--- src/sv/twms_pkg.sv ---
// Shared types, constants and the angle saturation function for the tracker work mode sequencer.
`default_nettype none
package twms_pkg;

	localparam int unsigned ANGLE_W = 15;
	localparam int unsigned CORR_W  = 11;
	localparam int unsigned WIDE_W  = 17;

	localparam logic [2:0] MODE_IDLE = 3'd0;
	localparam logic [2:0] MODE_AUTO = 3'd1;
	localparam logic [2:0] MODE_EAST = 3'd2;
	localparam logic [2:0] MODE_WEST = 3'd3;
	localparam logic [2:0] MODE_RAIN = 3'd4;
	localparam logic [2:0] MODE_SNOW = 3'd5;
	localparam logic [2:0] MODE_WIND = 3'd6;
	localparam logic [2:0] MODE_CAL  = 3'd7;

	localparam logic [2:0] REG_WEST_SOFT = 3'd0;
	localparam logic [2:0] REG_EAST_SOFT = 3'd1;
	localparam logic [2:0] REG_STOW      = 3'd2;
	localparam logic [2:0] REG_WEST_WIND = 3'd3;
	localparam logic [2:0] REG_EAST_WIND = 3'd4;

	localparam logic [ANGLE_W-1:0] WEST_SOFT_RST = 15'd13500;
	localparam logic [ANGLE_W-1:0] EAST_SOFT_RST = 15'd4500;
	localparam logic [ANGLE_W-1:0] STOW_RST      = 15'd9000;
	localparam logic [ANGLE_W-1:0] WEST_WIND_RST = 15'd10000;
	localparam logic [ANGLE_W-1:0] EAST_WIND_RST = 15'd8000;

	localparam logic signed [WIDE_W-1:0] AUTO_MARGIN   = 17'sd100;
	localparam logic signed [WIDE_W-1:0] MANUAL_MARGIN = 17'sd200;
	localparam logic signed [WIDE_W-1:0] LEVEL_ANGLE   = 17'sd9000;
	localparam logic signed [WIDE_W-1:0] SIDE_LOW      = 17'sd8700;
	localparam logic signed [WIDE_W-1:0] CORR_LIMIT    = 17'sd1000;
	localparam logic signed [WIDE_W-1:0] ANGLE_MAX     = 17'sd32767;

	typedef enum logic [7:0] {
		ST_IDLE = 8'b0000_0001,
		ST_AUTO = 8'b0000_0010,
		ST_EAST = 8'b0000_0100,
		ST_WEST = 8'b0000_1000,
		ST_RAIN = 8'b0001_0000,
		ST_SNOW = 8'b0010_0000,
		ST_WIND = 8'b0100_0000,
		ST_CAL  = 8'b1000_0000
	} mode_state_t;

	function automatic logic [ANGLE_W-1:0] sat_angle(input logic signed [WIDE_W-1:0] v);
		logic [ANGLE_W-1:0] r;
		if (v < 0) begin
			r = '0;
		end else if (v > ANGLE_MAX) begin
			r = '1;
		end else begin
			r = v[ANGLE_W-1:0];
		end
		return r;
	endfunction

endpackage
`default_nettype wire

--- src/sv/tracker_work_mode_sequencer.sv ---
// Top level of the tracker work mode sequencer: mode state machine and target selection.
//
// One control tick enters on the in channel (valid/ready) and produces exactly one
// result on the out channel (valid/ready). A transfer on the input lands in an input
// register; when the output register is free or being taken, the mode state machine updates
// and the result register is loaded. A new tick can be taken every cycle while the receiver
// is ready, since each state update then frees the input register for the next tick.
// When the receiver stalls, the result stays on the output and the input register
// still takes one more tick; after that in_ready drops until the result is taken.
// The configuration registers are written through cfg_we, cfg_index and cfg_data while the block
// is idle; the user keeps to this, the block does not enforce it; indexes outside the register list are ignored.
// Reset puts the sequencer in idle with motor off, mode 0, target and correction 0,
// and loads the default soft limits, stow angle and wind angles.
`default_nettype none
module tracker_work_mode_sequencer
	import twms_pkg::*;
#(
	parameter int unsigned SETTLE_TICKS = 60
) (
	input  wire logic                      clk,
	input  wire logic                      arst_n,
	input  wire logic                      cfg_we,
	input  wire logic [2:0]                cfg_index,
	input  wire logic [ANGLE_W-1:0]        cfg_data,
	input  wire logic                      in_valid,
	output logic                           in_ready,
	input  wire logic [2:0]                requested_mode,
	input  wire logic                      time_lost,
	input  wire logic                      clock_error,
	input  wire logic                      battery_no_link,
	input  wire logic                      battery_error,
	input  wire logic                      battery_low,
	input  wire logic                      sensor_stuck,
	input  wire logic                      sensor_no_link,
	input  wire logic [ANGLE_W-1:0]        sun_angle,
	input  wire logic [ANGLE_W-1:0]        measured_angle,
	output logic                           out_valid,
	input  wire logic                      out_ready,
	output logic                           drive_enable,
	output logic [2:0]                     active_mode,
	output logic [ANGLE_W-1:0]             target_angle,
	output logic signed [CORR_W-1:0]       angle_correction,
	output logic                           save_settings,
	output logic                           clear_saved_mode
);

	localparam logic [7:0] SETTLE_LAST = 8'(SETTLE_TICKS);

	logic [ANGLE_W-1:0] west_soft_q, east_soft_q, stow_q, west_wind_q, east_wind_q;

	logic               valid_s1;
	logic [2:0]         req_s1;
	logic               fault_s1;
	logic               low_s1;
	logic               sensor_bad_s1;
	logic [ANGLE_W-1:0] sun_s1;
	logic [ANGLE_W-1:0] meas_s1;

	mode_state_t         mode_q, mode_d;
	logic [7:0]          settle_q, settle_d;
	logic                motor_q, motor_d;
	logic [2:0]          shown_q, shown_d;
	logic [ANGLE_W-1:0]  target_q, target_d;
	logic [CORR_W-1:0]   corr_q, corr_d;
	logic                save_q, save_d;
	logic                clear_q, clear_d;
	logic                out_valid_q;

	logic                     adv;
	logic signed [WIDE_W-1:0] sun_w, meas_w, wl_w, el_w;
	logic signed [WIDE_W-1:0] wl_auto, el_auto, corr_w;
	logic [ANGLE_W-1:0]       west_manual, east_manual;
	logic                     west_side;
	logic [7:0]               settle_inc;
	mode_state_t              req_state;

	assign adv      = valid_s1 && (!out_valid_q || out_ready);
	assign in_ready = !valid_s1 || adv;

	always_ff @(posedge clk or negedge arst_n) begin
		if (!arst_n) begin
			west_soft_q <= WEST_SOFT_RST;
			east_soft_q <= EAST_SOFT_RST;
			stow_q      <= STOW_RST;
			west_wind_q <= WEST_WIND_RST;
			east_wind_q <= EAST_WIND_RST;
		end else if (cfg_we) begin
			unique case (cfg_index)
				REG_WEST_SOFT: west_soft_q <= cfg_data;
				REG_EAST_SOFT: east_soft_q <= cfg_data;
				REG_STOW:      stow_q      <= cfg_data;
				REG_WEST_WIND: west_wind_q <= cfg_data;
				REG_EAST_WIND: east_wind_q <= cfg_data;
				default: ;
			endcase
		end
	end

	always_ff @(posedge clk or negedge arst_n) begin
		if (!arst_n) begin
			valid_s1 <= 1'b0;
		end else if (in_ready) begin
			valid_s1 <= in_valid;
		end
	end

	always_ff @(posedge clk) begin
		if (in_ready && in_valid) begin
			req_s1        <= requested_mode;
			fault_s1      <= time_lost | clock_error | battery_no_link | battery_error;
			low_s1        <= battery_low;
			sensor_bad_s1 <= sensor_stuck | sensor_no_link;
			sun_s1        <= sun_angle;
			meas_s1       <= measured_angle;
		end
	end

	always_comb begin
		sun_w       = WIDE_W'(sun_s1);
		meas_w      = WIDE_W'(meas_s1);
		wl_w        = WIDE_W'(west_soft_q);
		el_w        = WIDE_W'(east_soft_q);
		wl_auto     = wl_w - AUTO_MARGIN;
		el_auto     = el_w + AUTO_MARGIN;
		west_manual = sat_angle(wl_w - MANUAL_MARGIN);
		east_manual = sat_angle(el_w + MANUAL_MARGIN);
		west_side   = (meas_w > LEVEL_ANGLE) || (meas_w <= SIDE_LOW);
		corr_w      = LEVEL_ANGLE - meas_w;
		settle_inc  = settle_q + 8'd1;
	end

	always_comb begin
		unique case (req_s1)
			MODE_IDLE: req_state = ST_IDLE;
			MODE_AUTO: req_state = ST_AUTO;
			MODE_EAST: req_state = ST_EAST;
			MODE_WEST: req_state = ST_WEST;
			MODE_RAIN: req_state = ST_RAIN;
			MODE_SNOW: req_state = ST_SNOW;
			MODE_WIND: req_state = ST_WIND;
			MODE_CAL:  req_state = ST_CAL;
			default:   req_state = ST_IDLE;
		endcase
	end

	always_comb begin
		mode_d   = mode_q;
		settle_d = settle_q;
		motor_d  = motor_q;
		shown_d  = shown_q;
		target_d = target_q;
		corr_d   = corr_q;
		save_d   = 1'b0;
		clear_d  = 1'b0;
		unique case (mode_q)
			ST_IDLE: begin
				motor_d = 1'b0;
				shown_d = MODE_IDLE;
				mode_d  = req_state;
			end
			ST_AUTO: begin
				if (req_s1 != MODE_AUTO) begin
					motor_d = 1'b0;
					mode_d  = ST_IDLE;
				end else begin
					shown_d = MODE_AUTO;
					if (!fault_s1) begin
						motor_d = 1'b1;
						if (low_s1) begin
							target_d = stow_q;
						end else if (sun_w >= wl_auto) begin
							target_d = sat_angle(wl_auto);
						end else if (sun_w <= el_auto) begin
							target_d = sat_angle(el_auto);
						end else begin
							target_d = sun_s1;
						end
					end
				end
			end
			ST_EAST: begin
				if (req_s1 != MODE_EAST) begin
					mode_d = ST_IDLE;
				end else begin
					shown_d  = MODE_EAST;
					motor_d  = 1'b1;
					target_d = east_manual;
				end
			end
			ST_WEST: begin
				if (req_s1 != MODE_WEST) begin
					mode_d = ST_IDLE;
				end else begin
					shown_d  = MODE_WEST;
					motor_d  = 1'b1;
					target_d = west_manual;
				end
			end
			ST_RAIN: begin
				if (req_s1 != MODE_RAIN) begin
					mode_d = ST_IDLE;
				end else begin
					shown_d = MODE_RAIN;
					if (!fault_s1 && low_s1) begin
						target_d = stow_q;
					end
				end
			end
			ST_SNOW: begin
				if (req_s1 != MODE_SNOW) begin
					mode_d = ST_IDLE;
				end else begin
					shown_d = MODE_SNOW;
					if (!fault_s1) begin
						if (low_s1) begin
							target_d = stow_q;
						end else begin
							target_d = west_side ? west_manual : east_manual;
						end
					end
				end
			end
			ST_WIND: begin
				if (req_s1 != MODE_WIND) begin
					mode_d = ST_IDLE;
				end else begin
					shown_d = MODE_WIND;
					if (!fault_s1) begin
						target_d = west_side ? west_wind_q : east_wind_q;
					end
				end
			end
			ST_CAL: begin
				motor_d  = 1'b0;
				shown_d  = MODE_CAL;
				settle_d = settle_inc;
				if (settle_inc >= SETTLE_LAST) begin
					settle_d = '0;
					clear_d  = 1'b1;
					mode_d   = ST_IDLE;
					if (!sensor_bad_s1 && (corr_w < CORR_LIMIT) && (corr_w > -CORR_LIMIT)) begin
						corr_d = corr_w[CORR_W-1:0];
						save_d = 1'b1;
					end
				end
			end
			default: begin
				mode_d = ST_IDLE;
			end
		endcase
	end

	always_ff @(posedge clk or negedge arst_n) begin
		if (!arst_n) begin
			mode_q      <= ST_IDLE;
			settle_q    <= '0;
			motor_q     <= 1'b0;
			shown_q     <= MODE_IDLE;
			target_q    <= '0;
			corr_q      <= '0;
			save_q      <= 1'b0;
			clear_q     <= 1'b0;
			out_valid_q <= 1'b0;
		end else begin
			if (adv) begin
				mode_q   <= mode_d;
				settle_q <= settle_d;
				motor_q  <= motor_d;
				shown_q  <= shown_d;
				target_q <= target_d;
				corr_q   <= corr_d;
				save_q   <= save_d;
				clear_q  <= clear_d;
			end
			if (adv) begin
				out_valid_q <= 1'b1;
			end else if (out_ready) begin
				out_valid_q <= 1'b0;
			end
		end
	end

	assign out_valid        = out_valid_q;
	assign drive_enable     = motor_q;
	assign active_mode      = shown_q;
	assign target_angle     = target_q;
	assign angle_correction = corr_q;
	assign save_settings    = save_q;
	assign clear_saved_mode = clear_q;

endmodule
`default_nettype wire
--- config.mk ---
export PLATFORM = sky130hd
export DESIGN_NAME = tracker_work_mode_sequencer
export DESIGN_NICKNAME = d
export VERILOG_FILES = /design/src/sv/twms_pkg.sv /design/src/sv/tracker_work_mode_sequencer.sv
export SDC_FILE = /design/constraint.sdc
export NUM_CORES = 1
export LEC_CHECK = 0
export BUFFER_PORTS_ARGS = -buffer_cell sky130_fd_sc_hd__buf_2
export CAP_MARGIN = 0
export CORE_ASPECT_RATIO = 0.8
export CORE_UTILIZATION = 40
export DETAILED_ROUTE_END_ITERATION = 16
export GPL_ROUTABILITY_DRIVEN = 1
export PLACE_DENSITY_LB_ADDON = 0.3
export SYNTH_ARGS = -nofsm -noshare
export SYNTH_HDL_FRONTEND = slang
export SYNTH_SLANG_ARGS = --single-unit
--- constraint.sdc ---
create_clock -name clk -period 11.53 [get_ports clk]
set_input_delay 0.5765 -clock clk [delete_from_list [all_inputs] [get_ports clk]]
set_output_delay 0.5765 -clock clk [all_outputs]
set_load 0.02 [all_outputs]
Yosys cells after proc, flatten, opt, wreduce, memory -nomap -nowiden

Memories as Yosys holds them, arrays and structs flattened. A register that Yosys moved wholly into a read port is not among the register bits.
Index checks and enable logic that the tools add are counted.

Memories: 1
Register bits: 161
Output and inout bits: 34
Memory bits (read-only): 64

Memories:

| memory          | words | bits a word | read ports | clocked after memory_dff | write ports | line                               | RTL |
|---|---|---|---|---|---|---|---|
| (no name shown) | 8     | 8           | 1          | 1                        | 0           | tracker_work_mode_sequencer.sv:133 | `unique case (req_s1)` |

Reductions and logical operators: 29
Bitwise gates (word level): 4
Muxes and demuxes: 54
$add $sub $neg: 6
Magnitude comparators: 15
Equality and inequality tests: 36

Operators with widths:

| operator                                                                 | count |
|---|---|
| 15-bit two-way mux                                                       | 24 |
| 15-bit one-hot mux with 6 select lines                                   | 1 |
| 16-bit by 1-bit < comparator with 1-bit output (second input constant)   | 4 |
| 8-bit two-way mux                                                        | 8 |
| 8-bit one-hot mux with 8 select lines                                    | 1 |
| 2-bit inequality test (second input constant)                            | 17 |
| 16-bit by 15-bit > comparator with 1-bit output (second input constant)  | 2 |
| 16-bit > comparator (second input constant)                              | 2 |
| 3-bit one-hot mux with 8 select lines                                    | 1 |
| 3-bit two-way mux                                                        | 7 |
| 15-bit by 7-bit adder with 16-bit output (second input constant)         | 1 |
| 15-bit by 8-bit adder with 16-bit output (second input constant)         | 1 |
| 16-bit >= comparator                                                     | 1 |
| 16-bit by 11-bit > comparator with 1-bit output (second input constant)  | 1 |
| 15-bit by 16-bit <= comparator with 1-bit output                         | 1 |
| 16-bit by 11-bit < comparator with 1-bit output (second input constant)  | 1 |
| 8-bit AND reduction                                                      | 2 |
| 14-bit by 15-bit subtractor with 16-bit output (first input constant)    | 1 |
| 15-bit by 7-bit subtractor with 16-bit output (second input constant)    | 1 |
| 15-bit by 8-bit subtractor with 16-bit output (second input constant)    | 1 |
| 15-bit by 14-bit > comparator with 1-bit output (second input constant)  | 1 |
| 15-bit by 14-bit <= comparator with 1-bit output (second input constant) | 1 |
| 3-bit inequality test (second input constant)                            | 4 |
| 12-bit AND reduction                                                     | 1 |
| 30 further kinds                                                         | 59 |

Logic depth before layout (Yosys ltp)

Word-level depth: 10
Mapped depth: 16
Depth with buffers taken out: 15

Worst setup path before layout

Ideal clock, no wire load.

Path type: flip-flop to flip-flop
Start point: reg west_soft_q[3]
End point: reg target_q[11], in the netlist target_angle[11]
Period minus slack after synthesis: 3.782 ns
Stages on the path, launching flop included: 16
Path buffers: 1
Slack: 7.748 ns
Data arrival time: 3.694 ns
Cell sequence: dfstp_2 inv_1 ha_1 a21boi_0 nor2_1 nor3b_1 nand2_1 xor2_1 ha_1 and4_1 a31oi_1 o21a_1 maj3_1 buf_4 or4_1 a41oi_1

Word-level cells in the longest chain between the ends: 9

Ends and longest elaborated chain:

| item                                                                                                                  | line                                                                   | RTL |
|---|---|---|
| from (decl)                                                                                                           | tracker_work_mode_sequencer.sv:49                                      | `logic [ANGLE_W-1:0] west_soft_q, east_soft_q, stow_q, west_wind_q, east_wind_q;` |
| from (signal assigned)                                                                                                | tracker_work_mode_sequencer.sv:89                                      | `REG_WEST_SOFT: west_soft_q <= cfg_data;` |
| 15-bit by 8-bit subtractor with 16-bit output / 15-bit by 7-bit subtractor with 16-bit output (equally long branches) | tracker_work_mode_sequencer.sv:125, tracker_work_mode_sequencer.sv:123 |  |
| 16-bit > comparator                                                                                                   | twms_pkg.sv:52                                                         | `end else if (v > ANGLE_MAX) begin` |
| 15-bit two-way mux                                                                                                    | twms_pkg.sv:52                                                         |  |
| 15-bit two-way mux                                                                                                    | twms_pkg.sv:50                                                         | `if (v < 0) begin` |
| 15-bit two-way mux (on tied branches)                                                                                 | tracker_work_mode_sequencer.sv:218, tracker_work_mode_sequencer.sv:171 |  |
| 15-bit two-way mux (on tied branches)                                                                                 | tracker_work_mode_sequencer.sv:215, tracker_work_mode_sequencer.sv:169 |  |
| 15-bit two-way mux (on tied branches)                                                                                 | tracker_work_mode_sequencer.sv:214, tracker_work_mode_sequencer.sv:167 |  |
| 15-bit two-way mux (on tied branches)                                                                                 | tracker_work_mode_sequencer.sv:210, tracker_work_mode_sequencer.sv:162 |  |
| 15-bit one-hot mux with 6 select lines (*)                                                                            | tracker_work_mode_sequencer.sv:155                                     | `unique case (mode_q)` |
| to (signal assigned)                                                                                                  | tracker_work_mode_sequencer.sv:270                                     | `target_q <= target_d;` |
| to (decl)                                                                                                             | tracker_work_mode_sequencer.sv:63                                      | `logic [ANGLE_W-1:0] target_q, target_d;` |

Every way passes the cells marked *; elsewhere a longest branch is shown, timed or not. The select of a mux whose other input is x is not followed.
A chain may end at the register's enable or synchronous reset.

Final worst setup path

Start point: reg west_soft_q[3]
End point: reg target_q[13], in the netlist target_angle[13]

Same word-level chain as after synthesis.

==> results.py <==
metrics = {
    "finish": {
        "final_nets": 1201,
        "fin_area_um2": 11790,
        "diodes": 0,
        "final_layout_size_suffix_gt1_share_pct": 25.79,
        "syn_to_final_growth_pct": 13.01,
    },
    "placement": {
        "port_buffers": 96,
        "dpl_cell_area_um2": 11190,
        "dp_hpwl_um": 21310,
        "place_congestion": 0.9096,
    },
    "synth": {
        "synth_warnings": 0,
        "synth_most_common_cell": "nand2_1",
        "synth_common_cells": "nand2_1 (107), dfrtp_1 (95), mux2_2 (80), nor2_1 (71), o21ai_0 (47)",
        "synth_top_family_by_area": "simple AND/OR/NAND/NOR gates",
        "avgSynthCellArea_um2": 10.12,
        "synth_top_cell_by_area": "dfrtp_1",
        "synthArstFlopShare_pct": 73.96,
        "syn-instance-count": 1031,
        "synth-compound-area-share_pct": 14.56,
        "synth_top_area_share_pct": 22.79,
        "synthTopCellsByArea": "dfrtp_1 (23%), edfxtp_1 (10%), mux2_2 (8.6%), dfstp_2 (7.6%), ha_1 (4.6%)",
        "synth-adder-area-share_pct": 4.654,
        "syn_area_um2": 10430,
        "synthMuxAreaShare_pct": 13.91,
        "synth_seq_area_share_pct": 42.25,
        "synth_ff_type": "dfrtp_1",
        "synth_edf_count": 36,
        "yosys.area_share.simple_pct": 17.26,
        "synth_xor_xnor_area_share_pct": 3.610,
        "ys_seq_elements": 169,
        "synth_fp_nets": 1132,
        "synth.distinct_cells": 86,
    },
    "floorplanning": {
        "die_area_um2": 26730,
        "start_util_pct": 41.00,
        "core_um2": 25440,
        "die_w_um": 182.6,
        "io_pins": 97,
        "die_y_um": 146.4,
        "num_rows": 52,
    },
    "global_routing": {
        "grt_max_degree": 49,
        "grt_pass1_vias": 7889,
        "track_usage_pct": 22.15,
        "grt_remaining_overflow": 0,
        "grt_pass1_wl_um": 45680,
        "antenna_found_initial": 0,
    },
    "clocking": {
        "cts_hold_buf": 0,
        "numClockSinks": 169,
        "ctsResizeCount": 0,
        "cts_tree": "yes",
        "cts_buffer_depth": 2,
        "insertion_delay_ns": 0.45,
        "root_buffer": "clkbuf_16",
        "cts.clk_slew.worst_paths_ns": 0.08,
        "cts_setup_buffers": 0,
        "htree_levels": 4,
        "cts_made_buffers": 17,
    },
    "critical_path": {
        "crit_arrival_ns": 4.64,
        "crit_slowest_cell": "dfstp_2",
        "endpoint_kind": "flip-flop",
        "path_cells": "inv_1 > ha_1 > a21boi_0 > nor2_1 > nor3b_1 > nand2_1 > xor2_1 > ha_1 > a2111oi_0 > o21a_1 > maj3_1 > nor2_1 > a2111oi_0 > a31oi_1",
        "max_stage_delay_ns": 0.58,
        "crit_required_ns": 11.85,
        "worstSetupPathType": "flip-flop to flip-flop",
        "worstSetupStartpointType": "flip-flop",
        "cp_max_fo": 12,
    },
    "pwr": {
        "p_leak_uw": 0.005068,
        "irDropWorstVdd_mv": 0.1133,
        "p_per_area_nw_per_um2": 186.3,
    },
    "sta": {
        "worstMarginPinSlew_ns": 1.219,
        "finalCritPeriodShare_pct": 37.47,
        "finalHoldViolCount": 0,
        "max_freq_ghz": 0.2315,
        "slew_violations": 0,
        "max_slew_margin_pct": 18.17,
        "finalSetupViolCount": 0,
        "min_period_ns": 4.320,
        "finalClockSkew_ns": 0.01310,
        "rsz0062_at_grt": "false",
        "final.setup.tns_ns": 0,
    },
    "run": {
        "cap_violations": 0,
    },
    "drt": {
        "antenna_left": 0,
        "dr.pass1.iters": 5,
        "route.detailed.drc": 0,
        "drt-initial-drc-count": 880,
        "vias": 8389,
        "via_per_inst": 5.730,
        "wl_um": 29000,
        "avgRoutedWirePerCell_um": 19.81,
    },
    "worst_hold_path": {
        "min_path_type": "input port to asynchronous set/reset pin",
    },
    "status": {
        "status": "finished clean",
    },
}
cell type report:
class | count | area [um^2]
Sequential cell | 169 | 4407
Inverter | 32 | 120.1
Clock buffer | 17 | 425.4
Multi-Input combinational cell | 774 | 5667
Timing Repair Buffer | 106 | 558.0
Tap cell | 351 | 439.2
Clock inverter | 15 | 172.7
Fill cell | 2401 | 13650
cell usage in the layout, fill, tap and decap left out, types with 9 or more instances in the layout:
cell type and instances:
a41oi_1 9, nand2_1 107, or3_1 12, o22ai_1 9, buf_4 11, inv_1 31
mux2i_1 40, dfrtp_1 95, edfxtp_1 36, a21oi_1 22, dfstp_2 30, o211ai_1 11
buf_2 95, nor2b_1 12, a31oi_1 15, ha_1 38, mux2_2 80, clkbuf_16 17
o21ai_0 47, nor3_1 25, xnor2_1 23, nor2_1 71, nand4_1 14, a211oi_1 15
xor2_1 20, nand2b_1 15, nand3_1 20, and3_1 15
routing by layer:
layer  track usage, %  routed length (um)
met3            4.016                1641
met5                0                   0
met1            34.06               14690
met2            31.15               12190
met4            6.555                 487
worst max-delay path, delay by kind of cell, from the launching register on:
| family | cells | cell delay, ns |
|---|---|---|
| buf+inv | 1 | 0.09 |
| xor+xnor | 1 | 0.18 |
| simple gates | 4 | 0.93 |
| compound gates | 5 | 1.57 |
| flops | 1 | 0.58 |
| fa+ha+maj | 3 | 0.83 |
flip-flops by register name (all words and copies together) (netlist names), 15 cells and up:
register	count
east_soft_q	15
east_wind_q	15
meas_s1	15
stow_q	15
sun_s1	15
target_angle	15
west_soft_q	15
west_wind_q	15
final timing paths:
path	startpoint	endpoint	slack (ns)	cells after the start
min	arst_n	angle_correction[4]$_DFFE_PN0P_	0.06	1
min reg2reg	req_state[5]$_SDFF_PN0_	mode_q[5]$_DFFE_PN0P_	0.43	2
max in group asynchronous	arst_n	east_soft_q[10]$_DFFE_PN0P_	9.81	3
max reg2reg	west_soft_q[3]$_DFFE_PN1P_	target_angle[13]$_DFFE_PN0P_	7.21	14
min in group clk	sun_angle[6]	sun_s1[6]$_DFFE_PP_	0.29	1
max	west_soft_q[3]$_DFFE_PN1P_	target_angle[13]$_DFFE_PN0P_	7.21	14
through the flow:
stage	std cells	power (uW)	utilization, %	hold slack (ns)	setup WS, ns
2_1_floorplan	1031	1360	-	0.2809	7.748
3_3_place_gp	1432	1584	43.99	0.4266	7.420
3_5_place_dp	1432	1595	43.99	0.4298	7.207
4_1_cts	1464	2201	46.34	0.06517	7.229
5_1_grt	1464	2313	46.34	0.08632	6.863
6_report	1464	2196	46.34	0.06396	7.210
power breakdown:
part | switching, uW | internal, uW
sequential | 134 | 737
clock | 272 | 327
combinational | 426 | 300
cells by family after synthesis:
logic type                 count (synthesis)
and+or+nand+nor                          347
buffers and inverters                     88
adders and majority gates                 39
muxes                                    131
DFF                                      169
AOI/OAI and AO/OA                        214
xor gates and xnor gates                  43
(Power assumes the default switching activity.)
